### config.mk
export PLATFORM = sky130hd
export DESIGN_NAME = sars_ram
export DESIGN_NICKNAME = d
export VERILOG_FILES = /design/src/rtl/core/sars_ram.sv
export SDC_FILE = /design/constraint.sdc
export NUM_CORES = 1
export LEC_CHECK = 0
export ABC_AREA = 0
export BUFFER_PORTS_ARGS = -buffer_cell sky130_fd_sc_hd__buf_2
export CORE_MARGIN = 1
export CORE_UTILIZATION = 60
export DETAILED_ROUTE_END_ITERATION = 8
export GPL_ROUTABILITY_DRIVEN = 0
export PLACE_DENSITY = 0.76
export SYNTH_ARGS = -nofsm -noshare
export SYNTH_HDL_FRONTEND = slang
export SYNTH_SLANG_ARGS = --single-unit
export TNS_END_PERCENT = 5
### constraint.sdc
create_clock -name clk -period 2.7 [get_ports clk]
set_input_delay 0.135 -clock clk [delete_from_list [all_inputs] [get_ports clk]]
set_output_delay 0.135 -clock clk [all_outputs]
set_load 0.02 [all_outputs]
### src/rtl/core/sars_ram.sv
// Generic single-write, single-read synchronous RAM with a registered read port.
module sars_ram #(
	parameter int WIDTH = 8,
	parameter int DEPTH = 16
) (
	input logic clk,
	input logic we,
	input logic [((DEPTH > 1) ? $clog2(DEPTH) : 1)-1:0] waddr,
	input logic [WIDTH-1:0] wdata,
	input logic [((DEPTH > 1) ? $clog2(DEPTH) : 1)-1:0] raddr,
	output logic [WIDTH-1:0] rdata
);
	logic [WIDTH-1:0] mem [DEPTH];

	always_ff @(posedge clk) begin
		if (we) begin
			mem[waddr] <= wdata;
		end
		rdata <= mem[raddr];
	end
endmodule

# Yosys cells after proc, flatten, opt, wreduce, memory -nomap -nowiden
# Memory sizes are Yosys's and may differ from the RTL's. A register that Yosys moved wholly into a read port is not among the register bits.
# Cells that the tools add are included.
[classes] n_mux=2
[ops] op="$mux 1" n=2
[totals] register_bits=0 ram_bits=128 input_bits=18 out_inout_bits=8 elab_cells=3 memories=1
[memory_table] name="mem" words=16 width=8 rd=1 rd_clocked_by_memory_dff=1 wr=1 line="13" rtl="logic [WIDTH-1:0] mem [DEPTH];"

# Depth between registers and ports, before layout
# Gate-level depths: netlist of run 1.
[logic_depth] word_depth=2 mapped_depth=5

# Worst setup path after synthesis of run 1
# No wires, ideal clock.
[synth_path] path_type="input port to flip-flop" startpoint="input port waddr[2] in the netlist's numbering" endpoint="memory mem[0][0] (enable)" t_arrival_ns=1.245 slack_ns=1.072 stages=2 path_cell_list="or3b_2 > nor3_1"
[synth_lines] element="from (decl)" line="8" rtl="input logic [((DEPTH > 1) ? $clog2(DEPTH) : 1)-1:0] waddr,"
[synth_lines] element="to (decl)" line="13"
# No word-level cell before the write port.

==> results.tsv, run 1 <==
stage	metric	value	unit
sta	setup_viol	0	
power_and_ir_drop	pwr-share-comb	0.050	
clock_tree	numCtsBuffers	17	
power_and_ir_drop	power_density	774	mW/mm^2
route	wirelength	9.63	mm
finish	mostFrequentLayoutCells	128 x edfxtp_1, 25 x buf_2, 18 x mux4_2	
grt	grt_start_max_net_pins	33	
grt	antenna_found_initial	0	
floorplan	die_w	94.6	um
grt	grt_usage	0.247	
clock_tree	cts_root_buf	clkbuf_8	
grt	grt_overflow	0	
critical_path	cp-start-kind	register	
floorplan	dieArea	0.00895	sq mm
floorplan	row_count	33	
power_and_ir_drop	ir_worst_vdd	0.498	mV
sta	fmax	0.711	GHz
route	antenna_left	0	
logic_synthesis	syn_nets	247	
sta	rsz0062_at_grt	no	
finish	final_area	0.00605	sq mm
sta	finalCritPeriodShare	0.521	
run	cap_violations	0	
finish	drive_gt1_frac	0.290	
sta	maxSlewViolCount	0	
clock_tree	cts.sinks	136	
finish	syn2layout_area_growth	17.6	%
logic_synthesis	synth_cells	229	
finish	nFillCells	491	
floorplan	die_height	94.6	um
place	portBuffers	25	
critical_path	worstPathMaxFanout	1	
status	outcome	complete, no violations	
grt	grt_pass1_wl	14.7	mm
clock_tree	clkTransAtPathRegs	0.06	ns
power_and_ir_drop	switchingPower	969	uW
sta	hold_violations	0	
clock_tree	cts_tree	done	
place	dp_hpwl	5.65	mm
route	vias	2499	
logic_synthesis	synth_cell_type_count	19	
floorplan	initial_core_util	0.623	
finish	final_common_cell	edfxtp_1	
worst_hold_path	min_path_type	in -> reg	
route	drc	0	
critical_path	critPathRequiredTime	3.09	ns
logic_synthesis	netlist_area	0.00515	sq mm
floorplan	io_pins	26	
logic_synthesis	ys_ff_latch	136	
grt	grt_pass1_vias	2603	
power_and_ir_drop	internal_power	3720	uW
route	drtIter0Drc	266	
sta	max_slew.worst_pin.slew	0.912	ns
logic_synthesis	synth_warnings	0	
power_and_ir_drop	swShare	0.207	
route	drt_pass1_iterations	4	
sta	relSlewSlack	0.389	
logic_synthesis	synth_seq_area_share	0.778	
clock_tree	insertion_delay	0.51	ns
clock_tree	clockBufferDepth	2	
place	dpl_cell_area	0.00543	sq mm
route	post_drt_wl_per_cell	24.0	um
logic_synthesis	synth_area_per_cell	22.5	sq um
finish	finish.utilization	0.733	
floorplan	core_area	0.00826	sq mm
sta	fin_skew	0.00644	ns
critical_path	cp-end-kind	register	
critical_path	cp.arrival	1.79	ns
clock_tree	h-tree-depth	4	
sta	whs	0.185	ns
critical_path	crit_slowest_cell	mux4_1	
finish	n_antenna_cell	0	
sta	period_needed	1.41	ns
route	vias_per_cell	6.22	
power_and_ir_drop	p_total	4690	uW
critical_path	worst_path_largest_cell_delay	0.50	ns
critical_path	crit_path_cell_trace	mux4_1, a22oi_1, nand2_1	
critical_path	critPathKind	reg -> reg	
finish	nets	302	
power_and_ir_drop	leakagePower	0.00206	uW
power_and_ir_drop	pwr-share-clk	0.444	
sta	fin_setup_tns	0	ns
power_and_ir_drop	seq_power_share	0.506	
what timing repair did:
action / CTS / global route
hold endpoints to repair: 127 / 0
gates resized for setup: 0 / 0
setup buffers: 0 / 0
hold buffers: 8 / 0
routing by layer:
metal / track usage / up-vias / wire (um)
met5: 0 / - / 0
met4: 0.119 / 0 / 100
met3: 0.0572 / 9 / 841
met2: 0.383 / 137 / 4880
met1: 0.337 / 1263 / 3810
li1: - / 1090 / -
registers in the layout, indices dropped and copies added (netlist names):
register	count
mem	128
rdata	8
cell families after synthesis:
logic type	count (synthesis)	synth area share
buffers and inverters	10	0.0168
flip-flops	136	0.778
AND/OR/NAND/NOR	35	0.0318
multiplexers	32	0.150
AO/OA/AOI/OAI	16	0.0233
layout make-up:
cell class	instances	area, sq um	area share
clock buffer	20	445	0.0736
clock inverter	12	101	0.0167
multi-input combinational	83	1060	0.175
sequential	136	4000	0.661
tap	105	131	0.0217
timing repair buffer	46	315	0.0521
power groups by stage:
stage / Combinational (uW) / Clock [uW] / Sequential [uW]
after floorplan: 120 / 0 / 2430
after global placement: 220 / 0 / 2410
after detailed placement: 225 / 0 / 2420
after CTS: 237 / 2120 / 2370
after global routing: 256 / 2190 / 2380
final: 235 / 2080 / 2370
cell usage after synthesis:
library cell,number,share of area
nor2_1,13,0.0095
edfxtp_1,128,0.75
nor3_1,4,0.0039
and2_1,1,0.0012
and2b_1,1,0.0015
nand3b_1,2,0.0029
dfxtp_1,8,0.031
mux4_2,18,0.079
nand2b_1,2,0.0024
or3b_2,1,0.0017
buf_2,3,0.0029
nor2b_1,1,0.0012
clkdlybuf4s25_2,3,0.0058
a22oi_1,16,0.023
buf_6,3,0.0066
nand2_1,9,0.0066
nand3_1,1,0.00097
mux4_1,14,0.071
buf_4,1,0.0015
worst paths after layout:
| path | from | to | slack [ns] | cells after the start |
|---|---|---|---|---|
| worst min-delay path | waddr[1] | mem[7][3] | 0.18 | 3 |
| worst min register to register | mem[12][6] | rdata[6] | 0.67 | 3 |
| worst max register to register | mem[2][2] | rdata[2] | 1.29 | 3 |
| worst max-delay path | mem[2][2] | rdata[2] | 1.29 | 3 |
critical path, delay by kind of cell (launching register included):
| family | cells | cell delay, ns |
|---|---|---|
| AOI/OAI and AO/OA | 1 | 0.29 |
| DFF | 1 | 0.39 |
| muxes | 1 | 0.50 |
| and+or+nand+nor | 1 | 0.10 |
through the flow:
| step | std cells | setup slack (ns) |
|---|---|---|
| floorplan | 229 | 1.07 |
| global placement | 362 | 0.834 |
| finish | 402 | 1.29 |
| CTS | 402 | 1.28 |
| detailed placement | 362 | 0.791 |
| global route | 402 | 1.20 |
No activity file was read; power rests on OpenSTA's default activity.
==> run 2: changes to the inputs <==
--- a/config.mk
+++ b/config.mk
@@ -8,10 +8,10 @@
 export ABC_AREA = 0
 export BUFFER_PORTS_ARGS = -buffer_cell sky130_fd_sc_hd__buf_2
 export CORE_MARGIN = 1
-export CORE_UTILIZATION = 60
+export CORE_UTILIZATION = 54
 export DETAILED_ROUTE_END_ITERATION = 8
 export GPL_ROUTABILITY_DRIVEN = 0
-export PLACE_DENSITY = 0.76
+export PLACE_DENSITY = 0.72
 export SYNTH_ARGS = -nofsm -noshare
 export SYNTH_HDL_FRONTEND = slang
 export SYNTH_SLANG_ARGS = --single-unit
==> constraint.sdc (replaced) <==
create_clock -name clk -period 1.1 [get_ports clk]
set_input_delay 0.055 -clock clk [delete_from_list [all_inputs] [get_ports clk]]
set_output_delay 0.055 -clock clk [all_outputs]
set_load 0.02 [all_outputs]
==> run 2 against run 1 <==
Against the previous run:
- the run now ends with setup timing left
- clock-buffer cell count is 3 lower
- largest cell class unchanged
- global-route usage shrank 1.8 points
- sequential share of layout area decreased by 3.4 points
- setup slack got worse by 1.5 ns
- via count decreased by 0.24%
- fmax grew 8.0%
- combinational power grew to 3.0 times the previous value
- die area up 11%
- critical endpoint is now rdata[0]
- total power rose to 2.5 times the previous value
- register-to-register slack got worse by 1.5 ns
- sequential power increased by 150%
- worst hold slack worse by 0.093 ns
==> results.tsv, run 2 (synthesized netlist as in run 1, its figures left out) <==
stage	metric	value	unit	change
grt	grt_pass1_wl	15.6	mm	+6.0%
critical_path	rr_worst_depth	3		unchanged
critical_path	crit_end	rdata[0]		
place	portBuffers	25		unchanged
clock_tree	h-tree-depth	4		unchanged
sta	maxSlewViolCount	0		unchanged
clock_tree	insertion_delay	0.50	ns	about the same
power_and_ir_drop	leakagePower	0.00215	uW	+4.3%
sta	setup_viol	8		+8
sta	rsz0062_at_grt	yes		
route	vias	2493		-0.24%
place	dp_hpwl	6.21	mm	+10%
power_and_ir_drop	p_total	11800	uW	+150%
sta	fin_setup_tns	-1.22	ns	-1.22 ns
sta	fin_ws	-0.203	ns	-1.50 ns
grt	antenna_found_initial	0		unchanged
critical_path	rr_endpoint	rdata[0]		
floorplan	initial_core_util	0.557		-0.0663
finish	mostFrequentLayoutCells	128 x edfxtp_1, 29 x mux4_2, 28 x buf_4		
floorplan	die_height	99.6	um	+5.3%
clock_tree	clockBufferDepth	2		unchanged
finish	final_common_cell	edfxtp_1		
route	drt_pass1_iterations	5		+1
clock_tree	numCtsBuffers	17		unchanged
status	violations	setup timing		
finish	largest_register_ffs	128		unchanged
route	wirelength	10.1	mm	+4.5%
clock_tree	cts_tree	done		
route	drc	0		unchanged
critical_path	startpoint	mem[0][0]		
sta	hold_violations	0		unchanged
critical_path	worstPathMaxFanout	1		unchanged
finish	reg_top3	mem: 128 flops, rdata: 8 flops		
sta	max_slew.worst_pin.slew	1.02	ns	+0.108 ns
floorplan	io_pins	26		unchanged
grt	grt_pass1_vias	2740		+5.3%
finish	finish.utilization	0.692		-0.0414
status	outcome	finished, violations left		
critical_path	critPathRequiredTime	1.49	ns	-1.60 ns
critical_path	r2r_start	mem[0][0]		
clock_tree	clkTransAtPathRegs	0.06	ns	about the same
finish	syn2layout_area_growth	24.2	%	
grt	grt_usage	0.229		-0.0181
grt	grt_overflow	0		unchanged
floorplan	die_w	99.6	um	+5.3%
critical_path	cp.arrival	1.69	ns	-0.10 ns
route	antenna_left	0		unchanged
sta	fin_skew	0.00843	ns	+0.00199 ns
sta	whs	0.0919	ns	-0.0928 ns
sta	relSlewSlack	0.319		-0.0709
finish	drive_gt1_frac	0.432		+0.143
clock_tree	cts.sinks	136		unchanged
floorplan	row_count	35		+6.1%
grt	grt_start_max_net_pins	21		-36%
finish	n_antenna_cell	0		unchanged
route	post_drt_wl_per_cell	22.6	um	-5.8%
finish	nets	322		+6.6%
power_and_ir_drop	ir_worst_vdd	1.10	mV	+120%
floorplan	core_area	0.00924	sq mm	+12%
critical_path	cp-end-kind	register		
critical_path	reg2reg_slack	-0.20	ns	-1.50 ns
worst_hold_path	min_path_type	in -> reg		
run	cap_violations	0		unchanged
sta	finalCritPeriodShare	1.18		+0.663
sta	fmax	0.768	GHz	+8.0%
power_and_ir_drop	power_density	1850	mW/mm^2	+140%
critical_path	critPathKind	reg -> reg		
finish	top_register	mem		
clock_tree	cts_root_buf	clkbuf_8		
floorplan	dieArea	0.00993	sq mm	+11%
route	vias_per_cell	5.59		-10%
critical_path	cp-start-kind	register		
route	drtIter0Drc	143		-46%
sta	period_needed	1.30	ns	-0.104 ns
run 2: cell types whose count changed in the layout (fill, tap and decap cells not counted), sizes merged:
cell / change
buf: +19
clkbuf: -3
clkinvlp: +2
bufinv: +1
dlygate4sd3: +1
run 2: power by group:
group | switching, uW | internal [uW] | total, uW | leakage [uW]
registers | 43.6 | 5800 | 5840 | 0.00122
logic | 376 | 325 | 701 | 0.000665
clock network | 2070 | 3220 | 5290 | 0.000264
run 2: metrics by stage:
stage	cell area, sq um	std cells	worst slack (ns)
after floorplan	5170	229	-0.147
after detailed placement	5700	405	-0.422
final	6390	446	-0.203
after global placement	5700	405	-0.412
after CTS	6370	446	-0.210
after global routing	6390	446	-0.212
run 2: critical path, cell delays in order (launching register included):
cell	delay [ns]
edfxtp_1	0.39
mux4_2	0.49
a22oi_2	0.24
nand2_1	0.07
run 2: routing by layer:
| layer | global-route usage | routed length [um] | vias to the layer above |
|---|---|---|---|
| met5 | 0 | 0 | - |
| met4 | 0.0928 | 145 | 0 |
| met3 | 0.0647 | 560 | 12 |
| met2 | 0.365 | 5180 | 81 |
| met1 | 0.303 | 4180 | 1287 |
| li1 | - | - | 1113 |
run 2: worst min-delay path by stage:
| stage | startpoint | to | cells after the start | slack [ns] |
|---|---|---|---|---|
| floorplan | wdata[0] | mem[0][0] | 0 | 0.15 |
| global placement | wdata[5] | mem[6][5] | 1 | 0.44 |
| detailed placement | wdata[0] | mem[4][0] | 1 | 0.45 |
| CTS | waddr[1] | mem[0][4] | 3 | 0.07 |
| global route | waddr[1] | mem[0][4] | 3 | 0.07 |
| finish | waddr[1] | mem[0][3] | 3 | 0.09 |
run 2: area by class of cell:
cell class / count / area [sq um]
clock buffer: 17 / 414
sequential: 136 / 4010
fill: 573 / 2850
timing repair buffer: 66 / 557
clock inverter: 15 / 155
multi-input combinational: 83 / 1100
tap: 129 / 161
run 2: timing repair:
action                                  in CTS  in global routing
endpoints found under the setup margin      10                 12
hold buffers                                 9                  0
gates resized for setup                     20                 10
hold endpoints to repair                   129                  0
setup buffers                                0                  0
pin swaps                                   10                  2
