## src/rtl/core/sars_pkg.sv

```systemverilog
// Package with the beat types, field widths and status codes of the region statistics unit.
package sars_pkg;

	localparam int DIM_W = 13;
	localparam int CFG_W = 9;
	localparam int SUM_W = 24;
	localparam int SQ_W = 32;
	localparam int AREA_W = 17;
	localparam int DEV_W = 40;
	localparam int PROD_W = 49;
	localparam int TOTAL_W = 50;
	localparam int DVD_W = 58;
	localparam int ENTRY_W = 3 * SUM_W + 3 * SQ_W;
	localparam int DEF_MAX_WIDTH = 256;
	localparam int DEF_MAX_HEIGHT = 256;

	localparam logic ACT_LOAD = 1'b0;
	localparam logic ACT_QUERY = 1'b1;

	localparam logic [1:0] ST_OK = 2'd0;
	localparam logic [1:0] ST_BAD_RECT = 2'd1;
	localparam logic [1:0] ST_NOT_LOADED = 2'd2;

	localparam logic CFG_IMAGE_WIDTH = 1'b0;
	localparam logic CFG_IMAGE_HEIGHT = 1'b1;

	typedef struct packed {
		logic action;
		logic [7:0] red_in;
		logic [7:0] green_in;
		logic [7:0] blue_in;
		logic [7:0] top_row;
		logic [7:0] left_col;
		logic [7:0] bottom_row;
		logic [7:0] right_col;
	} in_beat_t;

	typedef struct packed {
		logic [1:0] status;
		logic [7:0] avg_red;
		logic [7:0] avg_green;
		logic [7:0] avg_blue;
		logic [AREA_W-1:0] area;
		logic [DEV_W-1:0] sq_dev_q8;
	} out_beat_t;

	typedef struct packed {
		logic start;
		logic busy;
		logic done;
	} div_ctl_t;

endpackage

```

## src/rtl/core/sars_div.sv

```systemverilog
// Restoring divider that produces one quotient bit per cycle.
module sars_div #(
	parameter int DVD_W = 58,
	parameter int DVS_W = 17
) (
	input logic clk,
	input logic arst_n,
	input logic start,
	input logic [DVD_W-1:0] dividend,
	input logic [DVS_W-1:0] divisor,
	output sars_pkg::div_ctl_t ctl,
	output logic [DVD_W-1:0] quotient
);
	localparam int CNT_W = $clog2(DVD_W + 1);

	logic [DVD_W-1:0] dvd_q;
	logic [DVS_W-1:0] rem_q;
	logic [DVS_W-1:0] dvs_q;
	logic [CNT_W-1:0] cnt_q;
	logic busy_q;
	logic done_q;
	logic [DVS_W:0] trial;
	logic fits;

	assign trial = {rem_q, dvd_q[DVD_W-1]};
	assign fits = trial >= {1'b0, dvs_q};

	always_ff @(posedge clk or negedge arst_n) begin
		if (!arst_n) begin
			busy_q <= 1'b0;
			done_q <= 1'b0;
			cnt_q <= '0;
		end else begin
			done_q <= 1'b0;
			if (start) begin
				busy_q <= 1'b1;
				cnt_q <= CNT_W'(DVD_W);
			end else if (busy_q) begin
				cnt_q <= cnt_q - 1'b1;
				if (cnt_q == CNT_W'(1)) begin
					busy_q <= 1'b0;
					done_q <= 1'b1;
				end
			end
		end
	end

	always_ff @(posedge clk) begin
		if (start) begin
			dvd_q <= dividend;
			rem_q <= '0;
			dvs_q <= divisor;
		end else if (busy_q) begin
			rem_q <= fits ? DVS_W'(trial - {1'b0, dvs_q}) : DVS_W'(trial);
			dvd_q <= {dvd_q[DVD_W-2:0], fits};
		end
	end

	assign ctl.start = start;
	assign ctl.busy = busy_q;
	assign ctl.done = done_q;
	assign quotient = dvd_q;
endmodule

```

## config.mk

```make
export PLATFORM = sky130hd
export DESIGN_NAME = sars_div
export DESIGN_NICKNAME = d
export VERILOG_FILES = /design/src/rtl/core/sars_pkg.sv /design/src/rtl/core/sars_div.sv
export SDC_FILE = /design/constraint.sdc
export NUM_CORES = 1
export LEC_CHECK = 0
export BUFFER_PORTS_ARGS = -buffer_cell sky130_fd_sc_hd__buf_2
export CAP_MARGIN = 20
export CORE_MARGIN = 2
export CORE_UTILIZATION = 53
export CTS_CLUSTER_SIZE = 40
export DETAILED_ROUTE_END_ITERATION = 12
export GPL_ROUTABILITY_DRIVEN = 1
export PLACE_DENSITY = 0.82
export SLEW_MARGIN = 40
export SYNTH_ARGS = -nofsm -noshare
export SYNTH_HDL_FRONTEND = slang
export SYNTH_SLANG_ARGS = --single-unit
```

## constraint.sdc

```tcl
create_clock -name clk -period 3.6 [get_ports clk]
set_input_delay 0.18 -clock clk [delete_from_list [all_inputs] [get_ports clk]]
set_output_delay 0.18 -clock clk [all_outputs]
set_load 0.1 [all_outputs]
```

After elaboration in Yosys (flattened, before gate mapping)
Cells that the tools add are included.

Multiplexer cells: 11. Equality and inequality tests: 1. $lt $le $gt $ge: 1. Add/sub/neg operators: 2. Reductions and logical operators: 1.

Operators with widths (number): $mux 58 (2); $ge 18x17->1 (1); $mux 17 (1); $sub 17x17->17 (1); $mux 6 (2); $eq 6x1->1 const B (1); $mux 1 (6); $sub 6x1->6 const B (1); $reduce_bool 2->1 (1).

Logic and storage cells: 22. Input port bits: 78. Register bits after elaboration: 100. Output and inout port bits: 61.

Longest topological paths before layout
Gate-level depths: netlist of run 1.

Depth after elaboration: 4. Gate-level depth with buffers: 11. Gate-level depth less buffers: 10.

Worst setup path after synthesis of run 1
No wires, ideal clock.

Path kind: register -> register. Start: register dvd_q[57], in the netlist quotient[57]. End: register dvd_q[0], in the netlist quotient[0] (data pin). Data arrival time: 2.940 ns. Period minus slack after synthesis: 3.200 ns. Buffers on the path: 1. Slack: 0.400 ns. Cell stages (with the launch flop): 11. Required time: 3.340 ns. Library setup time: 0.260 ns. Path through: edfxtp_1 -> inv_1 -> ha_1 -> inv_1 -> fa_1 -> a21o_1 -> a221o_1 -> a211oi_2 -> o21ai_2 -> buf_6 -> mux2_2.

Word-level cells in the longest chain between the ends: 3.

Ends and longest elaborated chain: start: declaration (RTL line sars_div.sv:16) `logic [DVD_W-1:0] dvd_q;`; start signal: assignment (RTL line sars_div.sv:50) `dvd_q <= dividend;`; start signal: assignment (RTL line sars_div.sv:55) `dvd_q <= {dvd_q[DVD_W-2:0], fits};`; $ge 18x17->1 (RTL line sars_div.sv:26) `assign fits = trial >= {1'b0, dvs_q};`; $mux 58 (RTL line sars_div.sv:53) `end else if (busy_q) begin`; $mux 58 (RTL line sars_div.sv:49) `if (start) begin`.

Every way passes these cells. The select of a mux whose other input is x is not followed. A chain may end at the register's enable or synchronous reset.

Worst setup path in the final report of run 1
Ends and elaborated chain as after synthesis.

==> results.py, run 1 <==
metrics = {
    "run": {
        "maxCapViolations": 0,
    },
    "global_route": {
        "globalRouteOverflowTotal": 0,
        "antenna_found_initial": 0,
        "grtUsageTotal_pct": 23.4,
        "grt_pass1_wl_mm": 18.3,
        "largest_net_degree_at_the_start_of_global_routing": 61,
        "via_count_of_the_first_global_routing_pass": 3784,
    },
    "placed_design": {
        "place_hpwl_mm": 7.92,
        "dpl-instance-area_um2": 5820,
        "place_worst_setup_slack_ps": 633,
        "io_buffers": 138,
        "routabilityCongestion": 0.891,
        "placed_cells": 646,
    },
    "clock_network": {
        "cts.sink_count": 100,
        "clock_path_buffers": 2,
        "root_buffer": "clkbuf_8",
        "postCtsSetupRepairBufs": 0,
        "htree_num_levels": 3,
        "clkSlewWorstSetupHoldPaths_ps": 110,
        "cts_repair_resize_count": 0,
        "clock_tree_from_tritoncts": "yes",
        "clkLatencyLatePin_ps": 380,
        "number_of_cts_inserted_buffers": 9,
    },
    "floorplanning": {
        "floorplan.rows": 35,
        "initial_utilization_pct": 54.7,
        "core_um2": 9240,
        "boundaryPins": 139,
        "die_w_um": 102,
        "fp.dieH_um": 102,
        "dieArea_um2": 10300,
    },
    "timing": {
        "final-max-slew-violation-count": 0,
        "timing.slew.headroom_pct": 43.0,
        "hold_viol": 0,
        "period_minus_slack_ps": 3030,
        "period_share_pct": 84.1,
        "worst_slack_ps": 573,
        "timing_worst_slew_pin_value_ps": 856,
        "finClkSkew_ps": 17.3,
        "setup_viol": 0,
        "fmax_mhz": 330,
        "finalSetupTns_ps": 0,
        "rsz_0062_raised_after_global_routing": "no",
    },
    "synthesis": {
        "netlist_top_cells_area": "edfxtp_1 (45%), mux2_2 (13%), dfxtp_1 (6.7%)",
        "post_synthesis_instance_area_um2": 5050,
        "synth.yosys.seq_area_share_pct": 55.2,
        "postSynth.asyncResetShare_pct": 8.00,
        "synth_enable_flop_cells": 75,
        "post_synth_num_cell_types": 58,
        "post_synth.cell_area_avg_um2": 12.7,
        "synth_top_area_share_pct": 44.6,
        "synth_cells": 397,
        "synth_flop_cell": "edfxtp_1",
        "ys_seq_elements": 100,
        "ys_warn_count": 0,
        "synth_fp_nets": 495,
        "synth.largest_area_cell": "edfxtp_1",
    },
    "detailed_routing": {
        "drtAntennaViolNets": 0,
        "drc_errors": 0,
        "wirelength_mm": 11.6,
        "drt_pre_antenna_iters": 5,
        "routed_length_per_instance_um": 17.0,
        "detailedRoute.firstIterationViolations": 260,
        "avgViaCountPerCell": 5.47,
        "route.vias.total": 3722,
    },
    "worst_setup_path": {
        "cp_slowest_stage_delay_ps": 420,
        "worst_path_max_delay_cell": "a221o_1",
        "critical_path.endpoint_type": "flop",
        "cp_data_arrival_time_ps": 3170,
        "crit_type": "flop to flop",
        "crit_top_cell": "inv_1",
        "critPathLaunchType": "flop",
        "worst_ep_required_time_ps": 3740,
        "timing.critical_path.fanout_max": 13,
        "crit_path_cell_trace": "inv_1 -> ha_1 -> inv_1 -> fa_1 -> a21o_1 -> a221o_1 -> a211oi_2 -> o21ai_2 -> mux2_2",
    },
    "power_and_ir_drop": {
        "seq_power_share_pct": 44.2,
        "power_frac_comb_pct": 29.7,
        "power.static_leakage_uw": 0.00267,
        "clock_power_share_pct": 26.1,
        "largest_vdd_supply_drop_v": 0.000393,
        "power-per-cell-area_nw_per_um2": 511,
        "internal-power_uw": 1990,
        "power_switching_share_pct": 37.7,
        "total_switching_power_uw": 1200,
    },
    "layout": {
        "final_design_area_no_fill_um2": 6230,
        "flow.area_growth_from_synthesis_pct": 23.2,
        "n_antenna_cell": 0,
        "layout.cells.non_filler": 680,
        "fillers": 688,
        "fin_nets": 644,
        "layout-drive-gt1-share_pct": 41.2,
        "multi_input_comb_area_um2": 2060,
        "sequential_cell_area_um2": 2790,
    },
    "status": {
        "run_status": "finished, final reports clean",
    },
    "min_path": {
        "holdCritPathClass": "input pin to flop",
    },
}
worst max-delay path, delay by kind of cell, from the launching register on:
family	cells	cell delay, ps
flops	1	410
fa+ha+maj	2	570
buf+inv	2	120
compound gates	4	1330
mux	1	350
power groups by stage:
stage / Sequential (µW) / Combinational (µW) / Clock [µW]
3_3_place_gp: 1430 / 910 / 0
5_1_grt: 1420 / 989 / 883
6_report: 1410 / 946 / 832
4_1_cts: 1410 / 945 / 847
3_5_place_dp: 1430 / 926 / 0
2_1_floorplan: 1930 / 257 / 0
metal layers:
layer | up-vias | global-route usage, % | wire, µm
met5 | - | 0 | 0
met4 | 0 | 7.17 | 130
met3 | 9 | 8.97 | 1140
met2 | 170 | 38.7 | 5590
met1 | 1756 | 28.3 | 4710
li1 | 1787 | - | -
final timing paths:
kind	start	end	slack, ps	cells after the start
worst min register to register	rem_q[6]	rem_q[6]	510	2
max in group asynchronous	arst_n	cnt_q[5]	3260	2
worst min-delay path	dividend[21]	quotient[21]	100	2
min in group asynchronous	arst_n	cnt_q[0]	170	2
worst max register to register	quotient[57]	quotient[0]	570	9
worst max-delay path	quotient[57]	quotient[0]	570	9
state kept, by name, summed over array words and instances, names as in the netlist:
signal / cells
done_q: 1
busy_q: 1
cnt_q: 6
quotient: 58
dvs_q: 17
rem_q: 17
cell families (layout without fill, tap and decap cells):
family / Yosys count / count (layout) / share of synthesized area, %
mux: 65 / 65 / 14.3
flops: 100 / 100 / 55.2
simple gates: 72 / 72 / 7.43
xor+xnor: 17 / 17 / 2.95
compound gates: 78 / 78 / 11.0
buf+inv: 45 / 199 / 3.96
fa+ha+maj: 20 / 20 / 5.10
cells in the final DEF, fill, tap and decap left out, drive strengths merged, types with 11 or more instances in the layout:
master         n
mux2          58
a21oi         15
o21ai         14
nor2          20
a211oi        11
nand2         18
inv           27
buf          141
ha            19
dfxtp         17
dlygate4sd3   18
xnor2         11
edfxtp        75
cells in the mapped netlist (2+ instances only):
library cell,number
nand3_1,2
ha_1,19
nand2b_1,6
buf_6,2
and3_1,4
a21oi_1,15
edfxtp_1,75
nor3_1,7
o21bai_1,4
dfxtp_1,17
a211o_1,2
a221oi_1,2
nor2b_1,2
o21ai_0,9
nor2_1,20
o31ai_1,5
nand2_1,18
mux2_2,58
mux2i_1,7
clkbuf_1,8
inv_1,24
xnor2_1,11
dfrtp_1,8
a211oi_1,10
buf_1,4
buf_4,3
buf_2,4
a21o_1,4
nand4_1,3
o21ai_1,4
o21a_1,2
xor2_1,6
a32oi_1,7
layout make-up:
cell class / count / share of cell area [%]
clock buffer: 9 / 1.99
inverter: 24 / 1.45
sequential: 100 / 44.8
multi-input combinational: 252 / 33.1
tap: 129 / 2.59
clock inverter: 7 / 1.67
timing repair buffer: 159 / 14.4
repair_timing:
action | 4_1_cts | 5_1_grt
setup endpoints to repair | 0 | 0
hold endpoints to repair | 25 | 0
hold buffers | 18 | 0
through the flow:
stage               hold WS (ps)  utilization [%]  total power, µW
finish                      96.2             67.4             3190
floorplan                   -116                -             2180
global placement            29.7             63.0             2340
global route                73.4             67.4             3290
detailed placement          29.7             63.0             2360
CTS                         76.5             67.4             3200
(Power assumes the default switching activity.)
==> run 2, diff against run 1 <==
- ABC_AREA: default -> 1
- CORE_UTILIZATION: 53 -> 48
- PLACE_DENSITY: 0.82 -> 0.77
- clock period: 3.6 -> 2.5 ns (I/O delays scaled with it)
==> run 2 against run 1 <==
Die area is 16% higher. Final cell count is 39% higher. Register-to-register slack worse by 250 ps. Count of clock-buffer cells in the layout is 3 higher. Fmax is 39% higher. Synthesized cell count is 64% higher. Sequential share of layout area is 1.7 points lower. Combinational power grew to 2.6 times the previous value. Design area is 3.9% higher.
==> results.py, run 2 <==
metrics = {
    "timing": {
        "setup_viol": 0,
        "timing_worst_slew_pin_value_ps": 612,
        "finalSetupTns_ps": 0,
        "rsz_0062_raised_after_global_routing": "no",
        "period_share_pct": 87.2,
        "period_minus_slack_ps": 2180,
        "timing.slew.headroom_pct": 59.2,
        "fmax_mhz": 459,
        "finClkSkew_ps": 10.5,
        "worst_slack_ps": 321,
        "hold_viol": 0,
        "final-max-slew-violation-count": 0,
    },
    "floorplanning": {
        "boundaryPins": 139,
        "core_um2": 10800,
        "initial_utilization_pct": 49.1,
        "floorplan.rows": 38,
        "dieArea_um2": 11900,
        "die_w_um": 109,
        "fp.dieH_um": 109,
    },
    "run": {
        "maxCapViolations": 0,
    },
    "worst_setup_path": {
        "crit_type": "flop to flop",
        "timing.critical_path.fanout_max": 16,
        "worst_ep_required_time_ps": 2790,
        "cp_data_arrival_time_ps": 2470,
        "critPathLaunchType": "flop",
        "critical_path.endpoint_type": "flop",
    },
    "layout": {
        "largest_register_ff_count": 58,
        "fillers": 960,
        "final_design_area_no_fill_um2": 6470,
        "layout-drive-gt1-share_pct": 21.6,
        "mostFrequentLayoutCell": "nand2_1",
        "commonest_cells_after_routing_fill_and_taps_aside": "nand2_1 (304), buf_2 (138), edfxtp_1 (75)",
        "fin_nets": 900,
        "utilization_pct": 59.7,
        "flow.area_growth_from_synthesis_pct": 21.7,
    },
    "clock_network": {
        "number_of_cts_inserted_buffers": 9,
        "clkSlewWorstSetupHoldPaths_ps": 100,
        "clock_tree_from_tritoncts": "yes",
        "root_buffer": "clkbuf_8",
        "cts.hold.buffers_added": 18,
        "postCtsSetupRepairBufs": 0,
        "htree_num_levels": 3,
        "clkLatencyLatePin_ps": 360,
        "cts.sink_count": 100,
        "clock_path_buffers": 2,
        "cts_repair_resize_count": 0,
    },
    "min_path": {
        "holdCritPathClass": "input pin to flop",
    },
    "placed_design": {
        "place_worst_setup_slack_ps": 340,
        "dpl-instance-area_um2": 6120,
        "place_hpwl_mm": 9.39,
        "routabilityCongestion": 0.939,
        "io_buffers": 138,
    },
    "detailed_routing": {
        "avgViaCountPerCell": 4.90,
        "drt_pre_antenna_iters": 4,
        "drc_errors": 0,
        "routed_length_per_instance_um": 13.6,
        "detailedRoute.firstIterationViolations": 290,
        "drtAntennaViolNets": 0,
        "route.vias.total": 4645,
        "wirelength_mm": 12.9,
    },
    "power_and_ir_drop": {
        "largest_vdd_supply_drop_v": 0.000423,
        "power.static_leakage_uw": 0.00343,
        "power-per-cell-area_nw_per_um2": 869,
    },
    "synthesis": {
        "post_synth_num_cell_types": 29,
        "ys_top_cells_by_count": "nand2_1 (304), edfxtp_1 (75), inv_1 (74), nand3_1 (41)",
        "synth_cells": 651,
        "synth_most_common_cell": "nand2_1",
        "postSynth.asyncResetShare_pct": 8.00,
        "post_synth.cell_area_avg_um2": 8.17,
        "ys_warn_count": 0,
        "synth.yosys.seq_area_share_pct": 52.5,
        "netlist_top_cells_area": "edfxtp_1 (42%), nand2_1 (21%), dfxtp_1 (6.4%)",
        "synth_flop_cell": "edfxtp_1",
        "synth_fp_nets": 749,
        "synth.largest_area_cell": "edfxtp_1",
        "synth_top_area_share_pct": 42.3,
        "ys_seq_elements": 100,
        "synth_enable_flop_cells": 75,
        "post_synthesis_instance_area_um2": 5320,
    },
    "global_route": {
        "largest_net_degree_at_the_start_of_global_routing": 80,
        "grt_pass1_wl_mm": 21.0,
        "via_count_of_the_first_global_routing_pass": 4458,
        "globalRouteOverflowTotal": 0,
        "antenna_found_initial": 1,
        "grtUsageTotal_pct": 22.8,
    },
    "status": {
        "run_status": "finished, final reports clean",
    },
}
run 2: cell types whose count changed after synthesis, sizes merged, moves of 10 or more:
cell    change
nand3      +40
inv        +52
a211oi     -11
mux2       -58
nand3b     +10
nand2     +292
run 2: worst paths after layout:
check,start,cells past startpoint,to,slack [ps]
worst max-delay path,quotient[57],11,rem_q[10],320
worst min-delay path,dividend[36],3,quotient[36],30
worst max register to register,quotient[57],11,rem_q[10],320
worst min register to register,rem_q[6],2,rem_q[6],480
max in group asynchronous,arst_n,2,cnt_q[2],2190
min in group asynchronous,arst_n,2,done_q,150
run 2: through the flow:
stage,power (µW),hold WS (ps),instances
6_report,5630,25.6,948
5_1_grt,5980,5.35,948
4_1_cts,5630,8.33,947
3_5_place_dp,4650,-26.6,913
3_3_place_gp,4610,-24.6,913
2_1_floorplan,4190,-171,651
run 2: cell type report:
cell class,count,area (µm²),share of cell area [%]
sequential,100,2790,43.1
inverter,76,285,4.41
tap,140,175,2.71
timing repair buffer,163,940,14.5
multi-input combinational,452,2110,32.5
clock buffer,12,145,2.24
antenna,1,2.50,0.0387
clock inverter,4,26.3,0.406
run 2: kinds of logic after synthesis:
group / Yosys count / synth area share, %
and+or+nand+nor: 395 / 30.6
DFF: 100 / 52.5
buffers and inverters: 99 / 7.97
AOI/OAI and AO/OA: 30 / 2.94
adders and majority gates: 20 / 4.84
xor gates and xnor gates: 7 / 1.15
run 2: power breakdown:
part / internal, µW / switching (µW) / leakage, µW
clock network: 392 / 562 / 0.0000884
logic: 714 / 1780 / 0.00232
registers: 2030 / 151 / 0.00103
run 2: critical path, stage by stage, from the launching register on:
cell	delay, ps
edfxtp_1	400
inv_1	90
ha_1	140
inv_1	50
fa_1	440
nand3_1	160
nand3_2	100
nand2_2	190
nand2_2	250
nand2_1	140
nand3_1	70
o21ai_0	70
run 2: per-layer routing:
layer  wire length [µm]  vias to the layer above  share of wire (%)  track usage [%]
met2               6220                      168                 48             38.6
met4                244                        0                1.9             6.69
met3                892                       18                6.9             6.11
met5                  0                        -                  0                0
met1               5490                     2098                 43             28.7
li1                   -                     2361                  -                -
